### config.mk
export PLATFORM = sky130hd
export DESIGN_NAME = gtama_lane
export DESIGN_NICKNAME = d
export VERILOG_FILES = /design/src/sv/gtama_pkg.sv /design/src/sv/gtama_lane.sv
export SDC_FILE = /design/constraint.sdc
export NUM_CORES = 1
export LEC_CHECK = 0
export ABC_AREA = 1
export BUFFER_PORTS_ARGS = -buffer_cell sky130_fd_sc_hd__buf_4
export CORE_MARGIN = 2
export CORE_UTILIZATION = 42
export DETAILED_ROUTE_END_ITERATION = 6
export GPL_TIMING_DRIVEN = 0
export HOLD_SLACK_MARGIN = 0.03
export MAX_ROUTING_LAYER = met4
export PLACE_DENSITY = 0.65
export SKIP_LAST_GASP = 1
export SLEW_MARGIN = 40
export SYNTH_ARGS = -nofsm -noshare
export SYNTH_HDL_FRONTEND = slang
export SYNTH_SLANG_ARGS = --single-unit
### constraint.sdc
create_clock -name clk -period 4 [get_ports clk]
set_input_delay 0.6 -clock clk [delete_from_list [all_inputs] [get_ports clk]]
set_output_delay 0.6 -clock clk [all_outputs]
set_load 0.05 [all_outputs]
### src/sv/gtama_pkg.sv
// ----------------------------------------------------------------------------
// gtama_pkg
// Shared types and constants for the gated three-axis moving average unit.
// ----------------------------------------------------------------------------
package gtama_pkg;

	localparam int WINDOW   = 10;
	localparam int AXES     = 3;

	localparam int SPEED_W  = 16;
	localparam int GYRO_W   = 24;
	localparam int LIMIT_W  = 15;
	localparam int MODE_W   = 8;
	localparam int WARM_W   = 5;
	localparam int CFG_W    = 15;
	localparam int CFG_IX_W = 2;

	localparam int SAMPLE_W = GYRO_W;
	localparam int SUM_W    = SAMPLE_W + $clog2(WINDOW);

	localparam int RECIP_SH = 32;
	localparam logic [RECIP_SH-1:0] RECIP =
		RECIP_SH'(((64'd1 << RECIP_SH) + 64'(WINDOW) - 64'd1) / 64'(WINDOW));

	localparam logic [LIMIT_W-1:0] LIMIT_RESET = LIMIT_W'(12800);
	localparam logic [MODE_W-1:0]  SAFE_RESET  = '0;
	localparam logic [WARM_W-1:0]  WARM_RESET  = WARM_W'(20);
	localparam logic [MODE_W-1:0]  MODE_NONE   = MODE_W'(255);

	typedef enum logic [CFG_IX_W-1:0] {
		REG_SPEED_LIMIT = 2'd0,
		REG_SAFE_MODE   = 2'd1,
		REG_WARM_TICKS  = 2'd2
	} cfg_reg_t;

	typedef logic signed [SAMPLE_W-1:0] sample_t;
	typedef logic signed [SUM_W-1:0]    sum_t;
	typedef logic [SAMPLE_W-1:0]        quot_t;

	typedef struct packed {
		logic                             wv;
		logic                             gv;
		logic                             turn_on;
		logic [AXES-1:0][SPEED_W-1:0]     latest;
	} flags_t;

endpackage

### src/sv/gtama_lane.sv
// ----------------------------------------------------------------------------
// gtama_lane
// One axis window: shift line of samples and a running sum over it.
// ----------------------------------------------------------------------------
module gtama_lane
	import gtama_pkg::*;
(
	input  logic    clk,
	input  logic    arst_n,
	input  logic    store,
	input  sample_t sample,
	output sum_t    sum,
	output sample_t latest
);

	sample_t line_q [WINDOW];
	sum_t    sum_q;

	always_ff @(posedge clk or negedge arst_n) begin
		if (!arst_n) begin
			for (int i = 0; i < WINDOW; i++) begin
				line_q[i] <= '0;
			end
			sum_q <= '0;
		end else if (store) begin
			line_q[0] <= sample;
			for (int i = 1; i < WINDOW; i++) begin
				line_q[i] <= line_q[i-1];
			end
			sum_q <= sum_q + SUM_W'(sample) - SUM_W'(line_q[WINDOW-1]);
		end
	end

	assign sum    = sum_q;
	assign latest = line_q[0];

endmodule

# == Word level (Yosys, flattened, before mapping) ==
# Cells that the tools add are included.
# totals
inputBits,27
elab_cells,13
output_inout_bits,52
ff_bits,268
# op_classes
n_addsub,2
# ops
cell,count
$add A28 B24 Y28,1
$sub A28 B24 Y28,1

# == Longest topological paths before layout ==
# Gate-level depths: netlist of the first run.
# logic_depth
ltp_word,2
depth_mapped,15
depth_no_buf,15

# == Worst setup path before layout of the first run ==
# Ideal clock, no wire load.
# synth_timing
path_type,register to register
start,reg sum_q[1] (netlist: sum[1])
end,reg sum_q[12] (netlist: sum[12])
n_path_buf,0
setup_ns,0.066
stages_incl_launch_ff,13
setup_slack_ns,1.480
arrival_time_ns,2.454
path_cell_list,dfrtp_1 > inv_1 > fa_1 > inv_1 > fa_1 > nand2_1 > nand3_1 > nand3_1 > nand2_2 > a21oi_1 > xnor2_1 > nand2_1 > nand2_1
# synth_via
elab_chain_cells,2
# synth_rtl
element,line,text
from (decl),gtama_lane.sv:17,sum_t sum_q;
from (signal assigned),gtama_lane.sv:30,sum_q <= sum_q + SUM_W'(sample) - SUM_W'(line_q[WINDOW-1]);
$add A28 B24 Y28,gtama_lane.sv:30,
$sub A28 B24 Y28,gtama_lane.sv:30,
# No other way between the ends.
# A chain may end at the register's enable or synchronous reset.

# == Final worst setup path of the first run ==
# layout_timing
start,reg sum_q[20] (netlist: sum[20])
end,reg sum_q[21] (netlist: sum[21])
# The elaborated chain is that of the path after synthesis.

==> results.json, run 1 <==
{
  "design.die.area_mm2": 0.0325,
  "firstDrtPassIters": 5,
  "place.gp.congestion": 0.923,
  "setup_viol_count_final": 0,
  "dominantRegCellSynth": "sky130_fd_sc_hd__dfrtp_1",
  "avgRoutedWirePerCell_um": 14.6,
  "route.final.wire_length_mm": 31.7,
  "final.hold.worst_slack_ns": 0.353,
  "slew_viols_final": 0,
  "r2r_end": "sum[21]",
  "tritoncts_clock_tree": "yes",
  "timing_worst_slew_pin_value_ns": 0.880,
  "crit_top_cell": "sky130_fd_sc_hd__nand2_1",
  "globalRouteTotalUtil_pct": 20.5,
  "synth.cells.most_frequent": "sky130_fd_sc_hd__nand2_1 (812), sky130_fd_sc_hd__dfrtp_1 (268), sky130_fd_sc_hd__inv_1 (214)",
  "antenna_found_initial": 1,
  "postSynthAreaPerCell_um2": 7.95,
  "worst-r2r-setup-slack_ns": 1.42,
  "async_flop_share_pct": 100,
  "synth_area_leader_cell": "sky130_fd_sc_hd__dfrtp_1",
  "timing.hold.worst.class": "in -> reg",
  "first_global_vias": 9896,
  "synth_most_common_cell": "sky130_fd_sc_hd__nand2_1",
  "die_width_um": 180,
  "min_period_over_period_pct": 64.5,
  "critical_path.max_fanout": 5,
  "p_total_mw": 11.8,
  "floorplan.rows": 64,
  "yosysWarnings": 0,
  "hold_path_startpoint": "sample[0]",
  "nets": 1835,
  "clk-insertion-delay-late_ns": 0.57,
  "netlist_top_cells_area": "sky130_fd_sc_hd__dfrtp_1 (51%), sky130_fd_sc_hd__nand2_1 (23%), sky130_fd_sc_hd__inv_1 (6.2%), sky130_fd_sc_hd__fa_1 (4.1%), sky130_fd_sc_hd__ha_1 (2.8%)",
  "worst_r2r_path_depth": 13,
  "cts_sinks": 268,
  "highest_attainable_clock_frequency_mhz": 388,
  "synth.yosys.seq_area_share_pct": 51.4,
  "numPortBuffers": 77,
  "timing.hold.worst_path_depth": 3,
  "htreeDepth": 1,
  "whs_endpoint": "latest[0]",
  "worst_ep_required_time_ns": 4.41,
  "yosysTopAreaCellShare_pct": 51.4,
  "mappedNetlistNets": 1723,
  "drive_above_1_share_pct": 11.3,
  "synth_edf_count": 0,
  "clkTransAtPathRegs_ns": 0.06,
  "power_leakage_nw": 8.58,
  "drtIter0Drc": 568,
  "endpoint_kind": "register",
  "antenna_left": 0,
  "num_io_pins": 79,
  "timing.critical_path.buf_inv": 2,
  "max_cap_violations": 0,
  "dp.final_hpwl_mm": 24.3,
  "start_kind": "register",
  "synth_cells": 1640,
  "final_critical_delay_including_setup_and_external_delays_ns": 2.58,
  "hold_viol": 0,
  "max_slew_headroom_pct": 41.3,
  "cts-root-to-sink-buffers": 3,
  "fin_util_pct": 50.0,
  "peakVddDrop_uv": 429,
  "core_area_mm2": 0.0306,
  "grt_pass1_wl_mm": 51.8,
  "num_cts_buffers": 28,
  "timing.clock.skew_ns": 0.0350,
  "ys_types": 31,
  "cpLargestDelayFamily": "simple AND/OR/NAND/NOR gates",
  "grt_start_max_net_pins": 65,
  "cts_repair_resize_count": 0,
  "power_density_mw_per_mm2": 769,
  "postSynthRegisterBits": 268,
  "die_height_um": 180,
  "worst_path_arrival_ns": 2.99,
  "routed_via_density": 4.66,
  "setup_total_negative_slack_ns": 0,
  "gr-total-overflow": 0,
  "drcViolationCount": 0,
  "post_synth_instance_area_mm2": 0.0130,
  "timing.critical_path.slowest_cell_delay_ns": 0.51,
  "synthToLayoutAreaGrowth_pct": 17.3,
  "critPathKind": "reg -> reg",
  "via_count": 10116,
  "clockRootBuffer": "sky130_fd_sc_hd__clkbuf_16",
  "outcome": "complete, no violations",
  "critical-path-slowest-cell": "sky130_fd_sc_hd__fa_1",
  "crit_path_cell_trace": "inv_1 -> fa_1 -> inv_1 -> ha_1 -> nand2_1 -> nor2_1 -> nand2_1 -> nor2_1 -> nand2_1 -> nand3_1 -> nand2_1 -> nand3_2 -> o21ai_2",
  "crit-reg2reg-launch": "sum[20]",
  "initial_core_utilization_pct": 42.6,
  "grt_setup_unrepaired": "no"
}
-- tightest hold or removal path: cells and delay by family --
kind	cells	cell delay [ns]
simple gates	2	0.14
buf+inv	1	0.14
-- logic make-up (layout without fill, tap and decap cells) --
family / count (synthesis) / in the layout / synth area share [%]
DFF: 268 / 268 / 51.4
buffers and inverters: 302 / 435 / 9.58
AOI/OAI and AO/OA: 102 / 102 / 4.02
and+or+nand+nor: 898 / 898 / 27.1
other: 0 / 3 / 0
xor gates and xnor gates: 14 / 14 / 0.940
adders and majority gates: 56 / 56 / 6.93
-- where the power goes --
part / leakage [nW] / switching (mW) / internal (mW) / total, mW
clock: 0.511 / 1.10 / 1.77 / 2.87
sequential: 3.46 / 0.350 / 3.21 / 3.55
combinational: 4.61 / 3.50 / 1.84 / 5.34
total: 8.58 / 4.95 / 6.81 / 11.8
-- layout by cell type, fill, tap and decap left out, types with 12 or more instances in the layout --
master,Yosys,layout
sky130_fd_sc_hd__inv_1,214,214
sky130_fd_sc_hd__clkbuf_8,0,12
sky130_fd_sc_hd__nand2_1,812,812
sky130_fd_sc_hd__ha_1,29,29
sky130_fd_sc_hd__nor2_1,30,30
sky130_fd_sc_hd__fa_1,27,27
sky130_fd_sc_hd__clkbuf_16,0,28
sky130_fd_sc_hd__nand3_1,23,23
sky130_fd_sc_hd__buf_4,24,100
sky130_fd_sc_hd__buf_2,21,21
sky130_fd_sc_hd__a21oi_1,16,16
sky130_fd_sc_hd__o21ai_0,72,72
sky130_fd_sc_hd__dfrtp_1,268,268
sky130_fd_sc_hd__clkbuf_1,32,35
-- cell type report --
class	instances	area (um^2)
Sequential cell	268	6710
Clock buffer	43	877
Buffer	83	428
Multi-Input combinational cell	1070	5090
Fill cell	2955	15300
Clock inverter	8	171
Tap cell	396	495
Antenna cell	3	7.51
Inverter	219	822
Timing Repair Buffer	82	706
-- state kept, by name, summed over array words and instances (netlist names) --
name,count
sum,28
latest,24
line_q,216
-- layer usage --
metal,vias up,global-route usage [%],wire length (um)
li1,5089,-,-
met1,4785,28.0,14600
met2,192,32.2,14600
met3,50,3.15,1730
met4,0,5.23,850
met5,-,-,0
-- metrics by stage --
stage	setup WS [ns]	instance area, um^2	instances
6_report	1.42	15300	2172
5_1_grt	1.19	15300	2170
4_1_cts	1.41	15300	2169
3_5_place_dp	1.08	14200	2117
3_3_place_gp	0.0914	14100	2113
2_1_floorplan	1.48	13000	1640
-- repair_timing --
action                                 CTS  global route
hold buffers                             1             0
endpoints found under the hold margin   46             0
setup buffers                            0             0
setup endpoints to repair                0             0
-- worst max-delay path by stage --
| stage | startpoint | end | depth (start not counted) |
|---|---|---|---|
| 2_1_floorplan | sum[1] | sum[12] | 12 |
| 3_3_place_gp | arst_n | line_q[56] | 1 |
| 3_5_place_dp | sample[16] | sum[26] | 13 |
| 4_1_cts | sum[17] | sum[26] | 12 |
| 5_1_grt | sum[17] | sum[26] | 12 |
| 6_report | sum[20] | sum[21] | 13 |
(Power assumes the default switching activity.)
==> run 2: changes to the inputs <==
- ABC_AREA: 1 -> 0
- clock period: 4 -> 2.4 ns (I/O delays scaled with it)
==> run 2 against run 1 <==
The run now ends with negative setup slack left; maximum frequency is 19% lower; clock skew is 0.017 ns lower; critical path depth is 1 lower; die area is 5.6% lower; register-to-register slack got worse by 2.2 ns; via count down 28%; non-clock buffer count shrank 4; critical endpoint is now sum[24].
==> results.json, run 2 <==
{
  "synthToLayoutAreaGrowth_pct": 20.6,
  "die_height_um": 175,
  "ys_types": 47,
  "setup_viol_count_final": 22,
  "outcome": "finished with violations",
  "avgRoutedWirePerCell_um": 16.6,
  "antenna_found_initial": 0,
  "netlist_top_cells_area": "sky130_fd_sc_hd__dfrtp_1 (55%), sky130_fd_sc_hd__mux2_2 (22%), sky130_fd_sc_hd__fa_1 (4.4%), sky130_fd_sc_hd__inv_1 (3.4%), sky130_fd_sc_hd__ha_1 (3.0%)",
  "design.die.area_mm2": 0.0306,
  "place.gp.congestion": 0.842,
  "gr-total-overflow": 0,
  "cts-root-to-sink-buffers": 3,
  "async_flop_share_pct": 100,
  "post_synth_instance_area_mm2": 0.0123,
  "nets": 1145,
  "num_io_pins": 79,
  "worst_path_arrival_ns": 3.59,
  "largest-register": "line_q",
  "synth_edf_count": 0,
  "tritoncts_clock_tree": "yes",
  "clkTransAtPathRegs_ns": 0.07,
  "mappedNetlistNets": 1014,
  "whs_endpoint": "latest[15]",
  "worst_ep_required_time_ns": 2.80,
  "largest_register_ff_count": 216,
  "hold_path_startpoint": "sample[15]",
  "globalRouteTotalUtil_pct": 16.7,
  "commonest_non_fill_non_tap_cells_in_the_layout": "sky130_fd_sc_hd__dfrtp_1 (251), sky130_fd_sc_hd__mux2_2 (240), sky130_fd_sc_hd__buf_4 (121), sky130_fd_sc_hd__inv_1 (106), sky130_fd_sc_hd__clkbuf_1 (38)",
  "dominantRegCellSynth": "sky130_fd_sc_hd__dfrtp_1",
  "synth.cells.most_frequent": "sky130_fd_sc_hd__dfrtp_1 (268), sky130_fd_sc_hd__mux2_2 (240), sky130_fd_sc_hd__inv_1 (111)",
  "floorplan.rows": 62,
  "yosysTopAreaCellShare_pct": 54.6,
  "worst_r2r_path_depth": 12,
  "timing.final.ws_setup_ns": -0.787,
  "grt_pass1_wl_mm": 39.8,
  "route.final.wire_length_mm": 24.3,
  "grt_start_max_net_pins": 76,
  "clockRootBuffer": "sky130_fd_sc_hd__clkbuf_16",
  "drtIter0Drc": 376,
  "timing.hold.worst_path_depth": 2,
  "failed_checks": "negative setup slack",
  "htreeDepth": 1,
  "synth_most_common_cell": "sky130_fd_sc_hd__dfrtp_1",
  "dp.final_hpwl_mm": 17.6,
  "timing.clock.skew_ns": 0.0185,
  "clk-insertion-delay-late_ns": 0.53,
  "routed_via_density": 4.94,
  "numPortBuffers": 77,
  "critical_path.max_fanout": 5,
  "via_count": 7234,
  "num_cts_buffers": 27,
  "core_area_mm2": 0.0288,
  "antenna_left": 0,
  "slew_viols_final": 0,
  "max_cap_violations": 0,
  "r2r_end": "sum[24]",
  "yosysWarnings": 0,
  "synth_cells": 931,
  "synth.yosys.seq_area_share_pct": 54.6,
  "final_critical_delay_including_setup_and_external_delays_ns": 3.19,
  "first_global_vias": 7483,
  "worst-r2r-setup-slack_ns": -0.79,
  "final.hold.worst_slack_ns": 0.0819,
  "synth_area_leader_cell": "sky130_fd_sc_hd__dfrtp_1",
  "start_kind": "register",
  "layout.cells.most_common": "sky130_fd_sc_hd__dfrtp_1",
  "die_width_um": 175,
  "cts_sinks": 268,
  "highest_attainable_clock_frequency_mhz": 314,
  "setup_total_negative_slack_ns": -10.24,
  "drive_above_1_share_pct": 43.8,
  "initial_core_utilization_pct": 42.7,
  "postSynthRegisterBits": 268,
  "hold_viol": 0,
  "postSynthAreaPerCell_um2": 13.2,
  "timing.critical_path.from": "sum[1]",
  "critPathKind": "reg -> reg",
  "timing_worst_slew_pin_value_ns": 0.810,
  "min_period_over_period_pct": 133,
  "timing.hold.worst.class": "in -> reg",
  "crit-reg2reg-launch": "sum[1]",
  "endpoint_kind": "register",
  "firstDrtPassIters": 6,
  "max_slew_headroom_pct": 46.0,
  "antenna_cells": 0,
  "drcViolationCount": 0,
  "grt_setup_unrepaired": "yes"
}
## run 2: changes by cell type after synthesis, moves of 9 or more
| cell | previous run | this run |
|---|---|---|
| sky130_fd_sc_hd__a21o_1 | 1 | 23 |
| sky130_fd_sc_hd__nor2_1 | 30 | 13 |
| sky130_fd_sc_hd__inv_1 | 214 | 111 |
| sky130_fd_sc_hd__buf_2 | 21 | 0 |
| sky130_fd_sc_hd__mux2i_1 | 0 | 9 |
| sky130_fd_sc_hd__nand3_1 | 23 | 3 |
| sky130_fd_sc_hd__nand2_1 | 812 | 28 |
| sky130_fd_sc_hd__mux2_2 | 0 | 240 |
| sky130_fd_sc_hd__o21ai_0 | 72 | 22 |
## run 2: through the flow
step / worst slack [ns] / instance area (um^2) / std cells / util (%)
5_1_grt: -0.883 / 14800 / 1465 / 51.5
2_1_floorplan: -0.794 / 12400 / 931 / -
3_3_place_gp: -1.57 / 13500 / 1392 / 46.8
3_5_place_dp: -1.03 / 13600 / 1395 / 47.1
4_1_cts: -0.809 / 14700 / 1459 / 51.0
6_report: -0.787 / 14800 / 1465 / 51.5
## run 2: layer usage
layer	GRT usage [%]	routed length, um
met2	26.4	11400
met5	-	0
met3	2.15	745
met1	23.1	11800
met4	3.78	400
## run 2: worst max path at each step
stage              end  slack (ns)
2_1_floorplan  sum[24]       -0.79
3_3_place_gp   sum[18]       -1.57
3_5_place_dp   sum[24]       -1.03
4_1_cts        sum[24]       -0.81
5_1_grt        sum[24]       -0.88
6_report       sum[24]       -0.79
## run 2: final cells by class
cell class,count,area (um^2)
inverters,111,417
flip-flops and latches,268,6730
clock buffers,40,795
repair buffers,102,836
fillers,2454,14000
well taps,384,480
multi-input cells,493,5150
plain buffers,59,314
clock inverters,8,103
## run 2: cell families (layout without fill, tap and decap cells)
family          after synthesis  after routing  share of synthesized area [%]
flops                       268            268                           54.6
mux                         249            249                           22.7
buf+inv                     170            320                           5.92
compound gates               99             99                           5.39
simple gates                 69             69                           2.63
fa+ha+maj                    56             56                           7.35
xor+xnor                     20             20                           1.43
## run 2: what timing repair did
item	in CTS	in global routing
endpoints found under the hold margin	56	0
hold buffers	1	0
buffers inserted	15	7
gates cloned	0	0
setup endpoints to repair	21	23
gates resized for setup	20	19
pin swaps	23	21
## run 2: worst max-delay path, stage by stage, from the launching register on
cell and delay, ns:
sky130_fd_sc_hd__dfrtp_2 0.36, sky130_fd_sc_hd__inv_2 0.05, sky130_fd_sc_hd__fa_1 0.51, sky130_fd_sc_hd__inv_2 0.05
sky130_fd_sc_hd__fa_2 0.33, sky130_fd_sc_hd__a21o_1 0.16, sky130_fd_sc_hd__a21o_1 0.16, sky130_fd_sc_hd__a2111o_1 0.47
sky130_fd_sc_hd__a21o_1 0.25, sky130_fd_sc_hd__a21oi_2 0.18, sky130_fd_sc_hd__o21ai_2 0.09, sky130_fd_sc_hd__a21o_1 0.17
sky130_fd_sc_hd__a221o_1 0.29
Power of run 2 is left out: the tool's default activity adds up to more than one toggle a clock period on the data nets, which glitch-free logic cannot reach.
==> run 3: changes to the inputs <==
- ABC_AREA: 0 -> 1
==> run 3 against run 2 <==
The flow now finishes without violations; wire length rose by 32%; utilization grew 0.74 points; flip-flop and latch count is the same; clock skew shrank 0.0049 ns; via count up 42%; sequential share of layout area shrank 3.2 points; first-iteration DRC count rose by 78%; maximum frequency up 38%; highest routed layer unchanged; die area rose by 6.0%.
==> results.json, run 3 (synthesized netlist as in run 1, its figures left out) <==
{
  "firstDrtPassIters": 5,
  "globalRouteMet3Util_pct": 2.36,
  "avgRoutedWirePerCell_um": 14.6,
  "outcome": "complete, no violations",
  "met2_usage_pct": 31.3,
  "fin_util_pct": 52.2,
  "layout.cells.most_common": "sky130_fd_sc_hd__nand2_1",
  "grtUsageMet1_pct": 28.4,
  "globalRouteTotalUtil_pct": 20.2,
  "largest-register": "line_q",
  "final_critical_delay_including_setup_and_external_delays_ns": 2.31,
  "timing.clock.skew_ns": 0.0135,
  "synthToLayoutAreaGrowth_pct": 22.5,
  "min_period_over_period_pct": 96.3,
  "stdcell_count": 2194,
  "floorplan.rows": 64,
  "die_width_um": 180,
  "place.gp.congestion": 0.929,
  "drcViolationCount": 0,
  "core_area_mm2": 0.0306,
  "first_global_vias": 9914,
  "tritoncts_clock_tree": "yes",
  "worst_ep_required_time_ns": 2.83,
  "commonest_non_fill_non_tap_cells_in_the_layout": "sky130_fd_sc_hd__nand2_1 (787), sky130_fd_sc_hd__dfrtp_1 (244), sky130_fd_sc_hd__inv_1 (210), sky130_fd_sc_hd__buf_4 (122), sky130_fd_sc_hd__o21ai_0 (72)",
  "slew_viols_final": 0,
  "dpl-instance-area_mm2": 0.0142,
  "placedCellCount": 2116,
  "antenna_left": 0,
  "dp.final_hpwl_mm": 23.7,
  "start_kind": "register",
  "grt_pass1_wl_mm": 51.4,
  "htreeDepth": 1,
  "clockRootBuffer": "sky130_fd_sc_hd__clkbuf_16",
  "nFillCells": 2887,
  "num_cts_buffers": 29,
  "timing.hold.worst.class": "in -> reg",
  "endpoint_kind": "register",
  "via_count": 10308,
  "grt_start_max_net_pins": 76,
  "drive_above_1_share_pct": 17.9,
  "worst_path_arrival_ns": 2.74,
  "gr-total-overflow": 0,
  "antenna_found_initial": 1,
  "routed_via_density": 4.70,
  "timing_worst_slew_pin_value_ns": 0.742,
  "clk-insertion-delay-late_ns": 0.57,
  "critPathKind": "reg -> reg",
  "power_density_mw_per_mm2": 1370,
  "highest_attainable_clock_frequency_mhz": 433,
  "critical_path.max_fanout": 4,
  "timing.critical_path.slowest_cell_delay_ns": 0.51,
  "clkTransAtPathRegs_ns": 0.06,
  "grt_setup_unrepaired": "yes",
  "grt.busiest_layer": "met2",
  "num_io_pins": 79,
  "power_leakage_nw": 8.71,
  "peakVddDrop_uv": 703,
  "drtIter0Drc": 671,
  "nets": 1857,
  "cts_sinks": 268,
  "max_cap_violations": 0,
  "die_height_um": 180,
  "max_slew_headroom_pct": 50.5,
  "critical-path-slowest-cell": "sky130_fd_sc_hd__fa_1",
  "largest_register_ff_count": 216,
  "numPortBuffers": 77,
  "initial_core_utilization_pct": 42.6,
  "route.final.wire_length_mm": 32.0,
  "design.die.area_mm2": 0.0325,
  "cts-root-to-sink-buffers": 3,
  "fin_area_mm2": 0.0160,
  "setup_total_negative_slack_ns": 0,
  "setup_viol_count_final": 0,
  "hold_viol": 0,
  "crit_path_cell_trace": "inv_1 -> fa_1 -> inv_1 -> fa_2 -> nand2_2 -> nand3_1 -> nand3_2 -> nand2_4 -> nand2_1 -> nand2_2 -> xnor2_1 -> o21ai_1"
}
run 3: cell types whose count changed in the layout (fill, tap and decap cells not counted), sizes merged, moves of 22 or more:
cell / before / now
inv: 111 / 219
buf: 126 / 153
nand2: 28 / 817
nor2: 13 / 38
a21o: 23 / 1
o21ai: 23 / 81
mux2: 240 / 0
nand3: 3 / 28
run 3: worst paths after layout:
path / startpoint / endpoint / slack (ns) / cells past startpoint
worst min-delay path: sample[0] / latest[0] / 0.09 / 3
worst max-delay path: sum[1] / sum[16] / 0.09 / 12
min in group asynchronous: arst_n / line_q[212] / 0.29 / 2
worst max register to register: sum[1] / sum[16] / 0.09 / 12
worst min register to register: line_q[109] / line_q[85] / 0.47 / 2
max in group asynchronous: arst_n / line_q[2] / 1.02 / 4
run 3: final cells by class:
type	count	area, um^2	area share [%]
flip-flops and latches	268	6740	42.2
multi-input cells	1070	5550	34.8
repair buffers	103	843	5.28
inverters	219	822	5.14
clock buffers	35	798	4.99
well taps	396	495	3.10
plain buffers	83	428	2.68
clock inverters	19	302	1.89
diodes	1	2.50	0.0157
run 3: worst max-delay path, delay by kind of cell (launching register included):
| family | cells | cell delay [ns] |
|---|---|---|
| buffers and inverters | 2 | 0.13 |
| AND/OR/NAND/NOR | 6 | 0.53 |
| flip-flops | 1 | 0.35 |
| adder cells (fa/ha/maj) | 2 | 0.90 |
| AO/OA/AOI/OAI | 1 | 0.08 |
| XOR/XNOR | 1 | 0.19 |
run 3: through the flow:
stage	worst slack, ns	hold WS [ns]	total power, mW
2_1_floorplan	-0.00848	0.0644	12.5
3_3_place_gp	-1.52	0.453	14.7
3_5_place_dp	-0.208	0.295	14.8
5_1_grt	-0.0729	0.0868	23.4
6_report	0.0879	0.0926	21.9
4_1_cts	-0.00609	0.0734	20.3
run 3: metal layers:
| metal | share of wire [%] | routed length (um) |
|---|---|---|
| met5 | 0 | 0 |
| met4 | 2.4 | 767 |
| met3 | 5.7 | 1820 |
| met2 | 46 | 14800 |
| met1 | 46 | 14600 |
run 3: report_power, final:
part / switching [mW] / internal (mW)
registers: 0.542 / 5.38
clock network: 1.91 / 3.14
logic: 6.68 / 4.21
run 3: repair_timing:
| action | in CTS | in global routing |
|---|---|---|
| setup endpoints to repair | 13 | 19 |
| setup buffers | 0 | 22 |
| resized for setup | 24 | 74 |
| endpoints found under the hold margin | 48 | 0 |
| pin swaps | 2 | 23 |
| hold buffers | 1 | 0 |
